### config.mk
export PLATFORM = sky130hd
export DESIGN_NAME = grid_occupancy_region_query_flat
export DESIGN_NICKNAME = d
export VERILOG_FILES = /design/src/hw/rtl/gor_pkg.sv /design/src/hw/rtl/gor_ifs.sv /design/src/hw/rtl/grid_occupancy_region_query.sv /design/src/hw/rtl/gor_ram.sv /design/src/hw/rtl/gor_coord_unit.sv /design/src/flat_wrapper.sv
export VERILOG_INCLUDE_DIRS = /design/src /design/src/hw/rtl
export SDC_FILE = /design/constraint.sdc
export NUM_CORES = 2
export LEC_CHECK = 0
export ABC_AREA = 1
export BUFFER_PORTS_ARGS = -buffer_cell sky130_fd_sc_hd__buf_2
export CORE_ASPECT_RATIO = 0.75
export CORE_MARGIN = 10
export CORE_UTILIZATION = 25
export CTS_BUF_LIST = sky130_fd_sc_hd__clkbuf_8
export CTS_CLUSTER_DIAMETER = 80
export CTS_CLUSTER_SIZE = 12
export DETAILED_ROUTE_END_ITERATION = 6
export GPL_TIMING_DRIVEN = 0
export MAX_ROUTING_LAYER = met4
export PLACE_DENSITY = 0.48
export SETUP_SLACK_MARGIN = 0.4
export SYNTH_ARGS = -nofsm -noshare
export SYNTH_HDL_FRONTEND = slang
export SYNTH_HIERARCHICAL = 1
export SYNTH_SLANG_ARGS = --single-unit
### constraint.sdc
create_clock -name clk -period 13.5 [get_ports clk]
set_clock_uncertainty 0.1 [all_clocks]
set_input_delay 2.025 -clock clk [delete_from_list [all_inputs] [get_ports clk]]
set_output_delay 2.025 -clock clk [all_outputs]
set_load 0.05 [all_outputs]
### src/hw/rtl/grid_occupancy_region_query_assert.svh
// ---------------------------------------------------------------------------
// Assertion macros for the grid occupancy block
// Clocked on clk, disabled while arst_n is low; empty in synthesis.
// ---------------------------------------------------------------------------
`ifndef GRID_OCCUPANCY_REGION_QUERY_ASSERT_SVH
`define GRID_OCCUPANCY_REGION_QUERY_ASSERT_SVH

`ifndef SYNTHESIS
// Check a property at every clock edge.
`define GOR_ASSERT(lbl, prop) \
	lbl: assert property (@(posedge clk) disable iff (!arst_n) prop) \
		else $error("grid occupancy check failed");
// Check that a condition holds in the cycle after a trigger.
`define GOR_ASSERT_NEXT(lbl, ante, cons) \
	lbl: assert property (@(posedge clk) disable iff (!arst_n) (ante) |=> (cons)) \
		else $error("grid occupancy sequence check failed");
`else
`define GOR_ASSERT(lbl, prop)
`define GOR_ASSERT_NEXT(lbl, ante, cons)
`endif

`endif

### src/hw/rtl/gor_pkg.sv
// ---------------------------------------------------------------------------
// gor_pkg
// Shared types and constants of the grid occupancy region query block.
// ---------------------------------------------------------------------------
package gor_pkg;

	localparam int COORD_W    = 16;	// signed Q12.4 coordinate
	localparam int INV_W      = 16;	// UQ0.16 reciprocal
	localparam int PROD_W     = COORD_W + INV_W;
	localparam int FRAC_SHIFT = 20;	// 4 + 16 fraction bits in the product
	localparam int VAL_W      = PROD_W - FRAC_SHIFT;
	localparam int MEMBER_W   = 8;
	localparam int CELL_W     = 3;	// width of reported row and column

	typedef enum logic [1:0] {
		OP_ASSIGN = 2'd0,
		OP_REMOVE = 2'd1,
		OP_CLEAR  = 2'd2,
		OP_QUERY  = 2'd3
	} gor_op_t;

	typedef enum logic [0:0] {
		CFG_INV_CELL_WIDTH  = 1'b0,
		CFG_INV_CELL_HEIGHT = 1'b1
	} gor_cfg_idx_t;

	// Index result of the coordinate unit: truncated magnitude with negatives
	// folded to zero, and a flag for a strictly negative index.
	typedef struct packed {
		logic             vld;
		logic [VAL_W-1:0] val;
		logic             negz;
	} gor_idx_t;

endpackage

### src/hw/rtl/gor_ifs.sv
// ---------------------------------------------------------------------------
// gor request and response channels
// Valid/ready channels carrying one operation and one result item.
// ---------------------------------------------------------------------------
interface gor_req_if;
	logic                                      valid;
	logic                                      ready;
	gor_pkg::gor_op_t                          op;
	logic signed [gor_pkg::COORD_W-1:0]        x_low;
	logic signed [gor_pkg::COORD_W-1:0]        y_low;
	logic signed [gor_pkg::COORD_W-1:0]        x_high;
	logic signed [gor_pkg::COORD_W-1:0]        y_high;
	logic [gor_pkg::MEMBER_W-1:0]              member_id;

	modport source (output valid, op, x_low, y_low, x_high, y_high, member_id, input ready);
	modport sink (input valid, op, x_low, y_low, x_high, y_high, member_id, output ready);
endinterface

interface gor_rsp_if;
	logic                          valid;
	logic                          ready;
	logic [gor_pkg::CELL_W-1:0]    cell_row;
	logic [gor_pkg::CELL_W-1:0]    cell_col;
	logic [gor_pkg::MEMBER_W-1:0]  cell_member;
	logic                          hit;
	logic                          last;

	modport source (output valid, cell_row, cell_col, cell_member, hit, last, input ready);
	modport sink (input valid, cell_row, cell_col, cell_member, hit, last, output ready);
endinterface

### src/hw/rtl/grid_occupancy_region_query.sv
// Grid occupancy map with box query.
// Requests arrive on req (valid/ready): assign and remove set or clear the cell
// that a Q12.4 position maps to, clear empties the grid, query reports every
// occupied cell inside a box. Results leave on rsp (valid/ready), one per
// transfer, with last marking the final result of a request.
// One request is processed at a time; req.ready is high only while idle.
// A single multiplier converts one coordinate per cycle, and the query scan
// looks at one grid row per cycle while its row holds no hit. Steps per request:
//   clear:          result straight from the idle state
//   assign, remove: two coordinates converted, cell updated, then the result
//   query:          four coordinates converted, span built, then rows scanned;
//                   each hit reads its member id before its result goes out
// Each result is held in an output register until rsp.ready; the scan pauses
// while the receiver stalls. Reset empties every cell and loads both
// reciprocals with 4096; member ids are stored in a RAM and are not cleared.
// Configuration writes are registered and are expected only while idle.
// ---------------------------------------------------------------------------
// grid_occupancy_region_query
// Uniform grid spatial partition with assign, remove, clear and box query.
// ---------------------------------------------------------------------------
`include "grid_occupancy_region_query_assert.svh"

module grid_occupancy_region_query #(
	parameter int GRID_ROWS = 8,
	parameter int GRID_COLS = 8
) (
	input  logic                         clk,
	input  logic                         arst_n,
	input  logic                         cfg_we,
	input  gor_pkg::gor_cfg_idx_t        cfg_index,
	input  logic [gor_pkg::INV_W-1:0]    cfg_wdata,
	gor_req_if.sink                      req,
	gor_rsp_if.source                    rsp
);
	import gor_pkg::*;

	localparam int NCELLS = GRID_ROWS * GRID_COLS;
	localparam int IDX_W  = (NCELLS > 1) ? $clog2(NCELLS) : 1;
	localparam int RW     = (GRID_ROWS > 1) ? $clog2(GRID_ROWS) : 1;
	localparam int CW     = (GRID_COLS > 1) ? $clog2(GRID_COLS) : 1;
	localparam int NCOORD = 4;
	localparam int STEP_W = 3;
	// coordinate slots: even slots are columns (x), odd slots are rows (y)
	localparam int CO_XLO = 0;
	localparam int CO_YLO = 1;
	localparam int CO_XHI = 2;
	localparam int CO_YHI = 3;

	typedef enum logic [2:0] {
		ST_IDLE,
		ST_CALC,
		ST_APPLY,
		ST_SPAN,
		ST_SCAN,
		ST_READ,
		ST_OUT
	} state_t;

	state_t                     state_q;
	gor_op_t                    op_q;
	logic signed [COORD_W-1:0]  coord_q [NCOORD];
	logic [MEMBER_W-1:0]        member_q;
	logic [STEP_W-1:0]          step_q;
	logic [VAL_W-1:0]           val_q [NCOORD];
	logic [1:0]                 negz_q;	// x_high, y_high strictly negative
	logic [NCELLS-1:0]          occ_q;
	logic [NCELLS-1:0]          rem_q;	// occupied cells of the span not yet reported
	logic [RW-1:0]              row_q;
	logic [INV_W-1:0]           inv_w_q;
	logic [INV_W-1:0]           inv_h_q;

	logic [RW-1:0]              out_row_q;
	logic [CW-1:0]              out_col_q;
	logic [MEMBER_W-1:0]        out_member_q;
	logic                       out_hit_q;
	logic                       out_last_q;

	// shared coordinate unit
	logic                       unit_start;
	logic signed [COORD_W-1:0]  unit_coord;
	logic [INV_W-1:0]           unit_inv;
	gor_idx_t                   unit_res;
	logic [STEP_W-1:0]          nsteps;
	logic [1:0]                 cur_sel;
	logic [1:0]                 tag;

	// assign / remove target
	logic [RW-1:0]              a_row;
	logic [CW-1:0]              a_col;
	logic [IDX_W-1:0]           a_idx;

	// query span and scan
	logic [GRID_ROWS-1:0]       row_in;
	logic [GRID_COLS-1:0]       col_in;
	logic [NCELLS-1:0]          span;
	logic [GRID_COLS-1:0]       row_bits;
	logic [CW-1:0]              pick_col;
	logic                       found;
	logic [IDX_W-1:0]           s_idx;
	logic [NCELLS-1:0]          rem_clr;

	// owner RAM
	logic                       ram_we;
	logic                       ram_re;
	logic [MEMBER_W-1:0]        ram_rdata;

	// -----------------------------------------------------------------------
	// Configuration registers
	// -----------------------------------------------------------------------
	always_ff @(posedge clk or negedge arst_n) begin
		if (!arst_n) begin
			inv_w_q <= INV_W'(4096);
			inv_h_q <= INV_W'(4096);
		end else if (cfg_we) begin
			unique case (cfg_index)
				CFG_INV_CELL_WIDTH:  inv_w_q <= cfg_wdata;
				CFG_INV_CELL_HEIGHT: inv_h_q <= cfg_wdata;
				default: ;
			endcase
		end
	end

	// -----------------------------------------------------------------------
	// Coordinate sequencing: two coordinates for assign/remove, four for a
	// query; the unit result for step n-1 returns while step n is issued.
	// -----------------------------------------------------------------------
	always_comb begin
		nsteps     = (op_q == OP_QUERY) ? STEP_W'(NCOORD) : STEP_W'(2);
		cur_sel    = step_q[1:0];
		tag        = 2'(step_q - STEP_W'(1));
		unit_start = (state_q == ST_CALC) && (step_q < nsteps);
		unit_coord = coord_q[cur_sel];
		unit_inv   = cur_sel[0] ? inv_h_q : inv_w_q;
	end

	gor_coord_unit u_coord (
		.clk    (clk),
		.arst_n (arst_n),
		.start  (unit_start),
		.coord  (unit_coord),
		.inv    (unit_inv),
		.res    (unit_res)
	);

	// -----------------------------------------------------------------------
	// Assign / remove target: clamp to the last row and column
	// -----------------------------------------------------------------------
	always_comb begin
		a_row = (val_q[CO_YLO] > VAL_W'(GRID_ROWS - 1)) ? RW'(GRID_ROWS - 1)
			: val_q[CO_YLO][RW-1:0];
		a_col = (val_q[CO_XLO] > VAL_W'(GRID_COLS - 1)) ? CW'(GRID_COLS - 1)
			: val_q[CO_XLO][CW-1:0];
		a_idx = IDX_W'(a_row * GRID_COLS + a_col);
	end

	// -----------------------------------------------------------------------
	// Query span mask. Low bounds are already raised to zero; a high bound
	// beyond the grid needs no clamp, a negative one empties the span.
	// -----------------------------------------------------------------------
	always_comb begin
		for (int r = 0; r < GRID_ROWS; r++) begin
			row_in[r] = (VAL_W'(r) >= val_q[CO_YLO]) && (VAL_W'(r) <= val_q[CO_YHI])
				&& !negz_q[1];
		end
		for (int c = 0; c < GRID_COLS; c++) begin
			col_in[c] = (VAL_W'(c) >= val_q[CO_XLO]) && (VAL_W'(c) <= val_q[CO_XHI])
				&& !negz_q[0];
		end
		for (int r = 0; r < GRID_ROWS; r++) begin
			for (int c = 0; c < GRID_COLS; c++) begin
				span[r * GRID_COLS + c] = row_in[r] & col_in[c];
			end
		end
	end

	// -----------------------------------------------------------------------
	// Row scan: lowest remaining column of the current row
	// -----------------------------------------------------------------------
	always_comb begin
		row_bits = rem_q[row_q * GRID_COLS +: GRID_COLS];
		found    = |row_bits;
		pick_col = '0;
		for (int c = GRID_COLS - 1; c >= 0; c--) begin
			if (row_bits[c]) begin
				pick_col = CW'(c);
			end
		end
		s_idx   = IDX_W'(row_q * GRID_COLS + pick_col);
		rem_clr = rem_q & ~(NCELLS'(1) << s_idx);
	end

	// -----------------------------------------------------------------------
	// Member id store
	// -----------------------------------------------------------------------
	assign ram_we = (state_q == ST_APPLY) && (op_q == OP_ASSIGN);
	assign ram_re = (state_q == ST_SCAN) && (rem_q != '0) && found;

	gor_ram #(
		.WIDTH (MEMBER_W),
		.DEPTH (NCELLS)
	) u_owner_ram (
		.clk   (clk),
		.we    (ram_we),
		.waddr (a_idx),
		.wdata (member_q),
		.re    (ram_re),
		.raddr (s_idx),
		.rdata (ram_rdata)
	);

	// -----------------------------------------------------------------------
	// Sequencer
	// -----------------------------------------------------------------------
	always_ff @(posedge clk or negedge arst_n) begin
		if (!arst_n) begin
			state_q      <= ST_IDLE;
			op_q         <= OP_ASSIGN;
			for (int k = 0; k < NCOORD; k++) begin
				coord_q[k] <= '0;
				val_q[k]   <= '0;
			end
			member_q     <= '0;
			step_q       <= '0;
			negz_q       <= '0;
			occ_q        <= '0;
			rem_q        <= '0;
			row_q        <= '0;
			out_row_q    <= '0;
			out_col_q    <= '0;
			out_member_q <= '0;
			out_hit_q    <= 1'b0;
			out_last_q   <= 1'b0;
		end else begin
			unique case (state_q)
				ST_IDLE: begin
					if (req.valid) begin
						op_q            <= req.op;
						coord_q[CO_XLO] <= req.x_low;
						coord_q[CO_YLO] <= req.y_low;
						coord_q[CO_XHI] <= req.x_high;
						coord_q[CO_YHI] <= req.y_high;
						member_q        <= req.member_id;
						step_q          <= '0;
						if (req.op == OP_CLEAR) begin
							// drop every occupancy bit; owners stay in the RAM
							occ_q        <= '0;
							out_row_q    <= '0;
							out_col_q    <= '0;
							out_member_q <= '0;
							out_hit_q    <= 1'b0;
							out_last_q   <= 1'b1;
							state_q      <= ST_OUT;
						end else begin
							state_q <= ST_CALC;
						end
					end
				end
				ST_CALC: begin
					if (unit_res.vld) begin
						val_q[tag] <= unit_res.val;
						if (tag[1]) begin
							negz_q[tag[0]] <= unit_res.negz;
						end
					end
					step_q <= step_q + STEP_W'(1);
					if (step_q == nsteps) begin
						state_q <= (op_q == OP_QUERY) ? ST_SPAN : ST_APPLY;
					end
				end
				ST_APPLY: begin
					occ_q[a_idx] <= (op_q == OP_ASSIGN);
					out_row_q    <= a_row;
					out_col_q    <= a_col;
					out_member_q <= (op_q == OP_ASSIGN) ? member_q : '0;
					out_hit_q    <= 1'b0;
					out_last_q   <= 1'b1;
					state_q      <= ST_OUT;
				end
				ST_SPAN: begin
					rem_q   <= occ_q & span;
					row_q   <= '0;
					state_q <= ST_SCAN;
				end
				ST_SCAN: begin
					priority if (rem_q == '0) begin
						// nothing occupied in the span
						out_row_q    <= '0;
						out_col_q    <= '0;
						out_member_q <= '0;
						out_hit_q    <= 1'b0;
						out_last_q   <= 1'b1;
						state_q      <= ST_OUT;
					end else if (found) begin
						rem_q      <= rem_clr;
						out_row_q  <= row_q;
						out_col_q  <= pick_col;
						out_hit_q  <= 1'b1;
						out_last_q <= (rem_clr == '0);
						state_q    <= ST_READ;
					end else begin
						row_q <= row_q + RW'(1);
					end
				end
				ST_READ: begin
					out_member_q <= ram_rdata;
					state_q      <= ST_OUT;
				end
				ST_OUT: begin
					// hold the result until the transfer
					if (rsp.ready) begin
						state_q <= out_last_q ? ST_IDLE : ST_SCAN;
					end
				end
				default: state_q <= ST_IDLE;
			endcase
		end
	end

	// -----------------------------------------------------------------------
	// Channel outputs
	// -----------------------------------------------------------------------
	assign req.ready       = (state_q == ST_IDLE);
	assign rsp.valid       = (state_q == ST_OUT);
	assign rsp.cell_row    = CELL_W'(out_row_q);
	assign rsp.cell_col    = CELL_W'(out_col_q);
	assign rsp.cell_member = out_member_q;
	assign rsp.hit         = out_hit_q;
	assign rsp.last        = out_last_q;

	// -----------------------------------------------------------------------
	// Checks
	// -----------------------------------------------------------------------
	`GOR_ASSERT(a_one_side_active, !(req.ready && rsp.valid))
	`GOR_ASSERT(a_rem_subset_occ, (rem_q & ~occ_q) == '0)
	`GOR_ASSERT(a_hit_is_occupied, (rsp.valid && rsp.hit) |-> occ_q[IDX_W'(out_row_q * GRID_COLS + out_col_q)])
	`GOR_ASSERT(a_last_when_drained, (rsp.valid && rsp.hit) |-> (rsp.last == (rem_q == '0)))
	`GOR_ASSERT_NEXT(a_idle_after_last, rsp.valid && rsp.ready && rsp.last, req.ready)

endmodule

### src/hw/rtl/gor_ram.sv
// ---------------------------------------------------------------------------
// gor_ram
// Generic simple dual-port RAM: one write port, one registered read port.
// ---------------------------------------------------------------------------
module gor_ram #(
	parameter int WIDTH = 8,
	parameter int DEPTH = 64
) (
	input  logic                                      clk,
	input  logic                                      we,
	input  logic [((DEPTH > 1) ? $clog2(DEPTH) : 1)-1:0] waddr,
	input  logic [WIDTH-1:0]                          wdata,
	input  logic                                      re,
	input  logic [((DEPTH > 1) ? $clog2(DEPTH) : 1)-1:0] raddr,
	output logic [WIDTH-1:0]                          rdata
);
	logic [WIDTH-1:0] mem_q [DEPTH];

	always_ff @(posedge clk) begin
		if (we) begin
			mem_q[waddr] <= wdata;
		end
		if (re) begin
			rdata <= mem_q[raddr];
		end
	end
endmodule

### src/hw/rtl/gor_coord_unit.sv
// ---------------------------------------------------------------------------
// gor_coord_unit
// Shared coordinate-to-index unit: one Q12.4 x UQ0.16 multiply per cycle.
// ---------------------------------------------------------------------------
module gor_coord_unit (
	input  logic                               clk,
	input  logic                               arst_n,
	input  logic                               start,
	input  logic signed [gor_pkg::COORD_W-1:0] coord,
	input  logic [gor_pkg::INV_W-1:0]          inv,
	output gor_pkg::gor_idx_t                  res
);
	import gor_pkg::*;

	logic [COORD_W:0]   neg_ext;
	logic [COORD_W-1:0] mag;
	logic [PROD_W-1:0]  prod_s1;
	logic               neg_s1;
	logic               vld_s1;
	logic [VAL_W-1:0]   quot;

	// magnitude of the coordinate; the most negative value still fits unsigned
	always_comb begin
		neg_ext = -{coord[COORD_W-1], coord};
		mag     = coord[COORD_W-1] ? neg_ext[COORD_W-1:0] : coord;
	end

	always_ff @(posedge clk or negedge arst_n) begin
		if (!arst_n) begin
			vld_s1 <= 1'b0;
		end else begin
			vld_s1 <= start;
		end
	end

	always_ff @(posedge clk) begin
		if (start) begin
			prod_s1 <= PROD_W'(mag) * PROD_W'(inv);
			neg_s1  <= coord[COORD_W-1];
		end
	end

	// truncate toward zero: drop fraction bits of the magnitude
	always_comb begin
		quot     = prod_s1[PROD_W-1:FRAC_SHIFT];
		res.vld  = vld_s1;
		res.val  = neg_s1 ? '0 : quot;
		res.negz = neg_s1 && (quot != '0);
	end
endmodule
### src/flat_wrapper.sv
// flat-port wrapper written by rule: the top's interface ports become plain ports
module grid_occupancy_region_query_flat import gor_pkg::*;
#(
	parameter int GRID_ROWS = 8,
	parameter int GRID_COLS = 8
)
  (clk, arst_n, cfg_we, cfg_index, cfg_wdata, req_valid, req_op, req_x_low, req_y_low, req_x_high, req_y_high, req_member_id, req_ready, rsp_valid, rsp_cell_row, rsp_cell_col, rsp_cell_member, rsp_hit, rsp_last, rsp_ready);
  gor_req_if req_i ();
  gor_rsp_if rsp_i ();
  input  logic clk;
  input  logic arst_n;
  input  logic cfg_we;
  input  gor_pkg::gor_cfg_idx_t cfg_index;
  input  logic [gor_pkg::INV_W-1:0] cfg_wdata;
  input wire logic [$bits(req_i.valid)-1:0] req_valid;
  input wire logic [$bits(req_i.op)-1:0] req_op;
  input wire logic [$bits(req_i.x_low)-1:0] req_x_low;
  input wire logic [$bits(req_i.y_low)-1:0] req_y_low;
  input wire logic [$bits(req_i.x_high)-1:0] req_x_high;
  input wire logic [$bits(req_i.y_high)-1:0] req_y_high;
  input wire logic [$bits(req_i.member_id)-1:0] req_member_id;
  output wire logic [$bits(req_i.ready)-1:0] req_ready;
  output wire logic [$bits(rsp_i.valid)-1:0] rsp_valid;
  output wire logic [$bits(rsp_i.cell_row)-1:0] rsp_cell_row;
  output wire logic [$bits(rsp_i.cell_col)-1:0] rsp_cell_col;
  output wire logic [$bits(rsp_i.cell_member)-1:0] rsp_cell_member;
  output wire logic [$bits(rsp_i.hit)-1:0] rsp_hit;
  output wire logic [$bits(rsp_i.last)-1:0] rsp_last;
  input wire logic [$bits(rsp_i.ready)-1:0] rsp_ready;
  assign req_i.valid = req_valid;
  assign req_i.op = req_op;
  assign req_i.x_low = req_x_low;
  assign req_i.y_low = req_y_low;
  assign req_i.x_high = req_x_high;
  assign req_i.y_high = req_y_high;
  assign req_i.member_id = req_member_id;
  assign req_ready = req_i.ready;
  assign rsp_valid = rsp_i.valid;
  assign rsp_cell_row = rsp_i.cell_row;
  assign rsp_cell_col = rsp_i.cell_col;
  assign rsp_cell_member = rsp_i.cell_member;
  assign rsp_hit = rsp_i.hit;
  assign rsp_last = rsp_i.last;
  assign rsp_i.ready = rsp_ready;
  grid_occupancy_region_query #(.GRID_ROWS(GRID_ROWS), .GRID_COLS(GRID_COLS)) u_core (.clk(clk), .arst_n(arst_n), .cfg_we(cfg_we), .cfg_index(cfg_index), .cfg_wdata(cfg_wdata), .req(req_i), .rsp(rsp_i));
endmodule
==> metrics.md <==
| Metric | Value |
|---|---|
| Initial antenna violation count | `5` |
| Syn nets | `5390` |
| Crit path capture type | `register` |
| Htree depth | `3` |
| Num rows | `137` |
| Postcts setup bufs | `0` |
| Async SR Flop Fraction | `36.77%` |
| Mapped cell area | `46940 um2` |
| Wire length per cell | `22.73 um` |
| Top cells by area, synth | `edfxtp_1 34%, dfrtp_1 16%, nand2_1 10%, fa_1 8.2%, nand3_1 6.5%` |
| # setup viols final | `0` |
| Port Buf Inserts | `113` |
| Commonest non-fill, non-tap cell in the layout | `nand2_1` |
| Mean Syn Cell Area | `9.403 um2` |
| R2R cell count | `28` |
| Dpl hpwl | `132100 um` |
| Worst setup startpoint | `u_core/step_q[0]` |
| TritonCTS clock tree | `done` |
| Final max-slew violation count | `1` |
| Crit share post-route | `68.84%` |
| Max Clk Rate | `107.6 MHz` |
| Area of the multi-input gates | `19800 um2` |
| Clock transition at path regs | `0.09 ns` |
| FF+latch count, synth | `843` |
| Worst reg2reg path startpoint | `u_core/step_q[0]` |
| Worst Hold Class | `reg2reg` |
| Max incr delay on CP | `0.86 ns` |
| Setup Total Neg Slack | `0 ns` |
| Die area | `205700 um2` |
| Area grow syn2layout | `11.79%` |
| Worst Path Max Fanout | `10` |
| Yosys Warn Count | `6` |
| First-pass iteration count of the detailed router | `7` |
| Gr usage total | `17.09%` |
| Layout cells sized above 1 | `9.345%` |
| DRC | `8` |
| Hold Path Depth | `2` |
| Distinct cells, synth | `57` |
| First-pass GRT wire length | `256500 um` |
| Post-Route WL | `176600 um` |
| Largest net degree at the start of global routing | `109` |
| Post-synth EDFFs | `533` |
| Clock Tree Buf Depth | `3` |
| Via count | `37690` |
| Post-route ant nets | `0` |
| # clock sinks | `843` |
| Prevailing post-synth register cell | `edfxtp_1` |
| RD Place Congestion | `0.9477` |
| Outcome | `complete, but fails checks` |
| Die Width | `520.4 um` |
| Via density | `4.851` |
| Crit Path Class | `reg2reg` |
| CP max-delay cell | `o22ai_1` |
| Worst Max-Slew Pin Slew | `1.495 ns` |
| Minimum clock period | `9.293 ns` |
| CTS Root Buffer Type | `clkbuf_8` |
| Die Height | `395.3 um` |
| Fillers | `20000` |
| # nets final | `5603` |
| CTS Hold Bufs | `0` |
| Seq/Total Area, Yosys | `50.63%` |
| CTS Buf Count | `84` |
| Initial DRC Count | `4340` |
| Vias in the first global route | `35890` |
| Core area | `186300 um2` |
| RSZ-0062 raised after global routing | `false` |
| Clock latency on the worst-skew pair | `0.81 ns` |
| Max-cap violations | `1` |
| Yosys top cell area share | `34.10%` |
| Failing checks | `DRC, capacitance limit, slew limit` |
| CP arrival | `9.78 ns` |
| Hold Vio Cnt, Final | `0` |
| Synthesized netlist cell count | `4992` |
| Required @ worst endpoint | `13.98 ns` |
| Initial Util | `25.19%` |
| Relative slew slack | `-0.5909%` |
| Final global-route overflow total | `0` |
| I/O pin count | `114` |
| Cts repair resizes | `0` |
| Reg area | `23790 um2` |
| HP Start | `u_core/rsp.cell_member[5]` |
| Area leader, netlist | `edfxtp_1` |
| Most frequent cells in the layout | `1296 x nand2_1, 606 x nand3_1, 562 x inv_1, 533 x edfxtp_1, 388 x nor2_1` |
| CP Launch Type | `register` |
-- sequential cells by signal, summed over array words and instances, names as in the netlist, 3 cells and up --
name and flops:
u_core/inv_h_q 16, u_core/rsp.cell_col 3, u_core/rsp.cell_row 3, u_core/rem_q 64, u_core/row_q 3, u_core/u_coord/prod_s1 12
u_core/u_owner_ram/mem_q 512, u_core/step_q 3, u_core/state_q 3, u_core/rsp.cell_member 8, u_core/member_q 8, u_core/u_owner_ram/rdata 8
u_core/inv_w_q 16, u_core/occ_q 64, u_core/coord_q 64, u_core/val_q 48
-- metal layers --
| layer | vias up | wire, um | global-route usage (%) |
|---|---|---|---|
| li1 | 17110 | - | - |
| met1 | 18970 | 86500 | 25.77 |
| met2 | 1435 | 72740 | 23.58 |
| met3 | 183 | 13120 | 2.826 |
| met4 | 0 | 4258 | 4.102 |
| met5 | - | 0 | - |
-- synth_stat cells, types with 3 or more instances --
cell type and n:
nor2_1 388, nand3b_1 8, nand4_1 65, edfxtp_1 533, nand2_2 10, o21ai_1 5
fa_1 193, a21oi_1 66, xor2_1 8, buf_4 19, ha_1 109, nand3_1 606
a21o_1 8, buf_1 34, mux2_2 73, a211oi_1 5, a22o_1 57, or2_2 8
nand3_2 3, o21ai_0 203, nor2_2 6, buf_2 50, clkbuf_1 104, dfrtp_1 308
o21bai_1 3, o211ai_1 9, clkinv_1 8, a31oi_1 64, o221ai_1 3, inv_1 517
inv_2 13, a22oi_1 49, o22ai_1 28, nor4_1 39, nor3_1 23, buf_6 43
nand2_1 1296, nor2_4 4
-- cell type report --
cell class | instances | area share, %
antenna | 4 | 0.01907
buffer | 253 | 2.728
clock buffer | 87 | 2.282
clock inverter | 59 | 0.6199
inverter | 539 | 3.865
multi-input combinational | 3357 | 37.73
sequential | 843 | 45.33
tap | 2502 | 5.965
timing repair buffer | 127 | 1.459
-- metrics by stage --
step | setup WS, ns | utilization, % | area [um2] | cells | hold WS [ns]
finish | 4.207 | 28.16 | 52480 | 7771 | 0.3699
global route | 3.621 | 28.16 | 52470 | 7769 | 0.4017
detailed placement | 4.090 | 27.34 | 50950 | 7621 | 0.3538
CTS | 4.062 | 28.16 | 52470 | 7767 | 0.3742
floorplan | 6.529 | - | 46940 | 4992 | 0.3408
global placement | 3.414 | 27.18 | 50640 | 7607 | 0.3573
-- path summary, 6_finish.rpt --
kind	end	slack, ns
min in group asynchronous	u_core/coord_q[48]	0.95
worst min register to register	u_core/rsp.cell_member[5]	0.37
worst max register to register	u_core/u_coord/prod_s1[31]	4.21
worst min-delay path	u_core/rsp.cell_member[5]	0.37
max in group asynchronous	u_core/rem_q[8]	10.89
worst max-delay path	u_core/u_coord/prod_s1[31]	4.21
-- critical path: cells and delay by family, from the launching register on --
kind	cells	cell delay, ns
adder cells (fa/ha/maj)	7	3.54
AND/OR/NAND/NOR	8	1.03
AO/OA/AOI/OAI	5	1.75
buffers and inverters	8	2.13
flip-flops	1	0.49
-- logic make-up after synthesis --
logic type,count (synthesis),synth area share (%)
AO/OA/AOI/OAI,509,6.613
adder cells (fa/ha/maj),302,11.14
buffers and inverters,792,7.367
XOR/XNOR,10,0.1866
AND/OR/NAND/NOR,2463,22.32
flip-flops,843,50.63
multiplexers,73,1.751
Power is not shown: default switching activity piles up to over one toggle a cycle in this logic, so the estimate is an artifact.
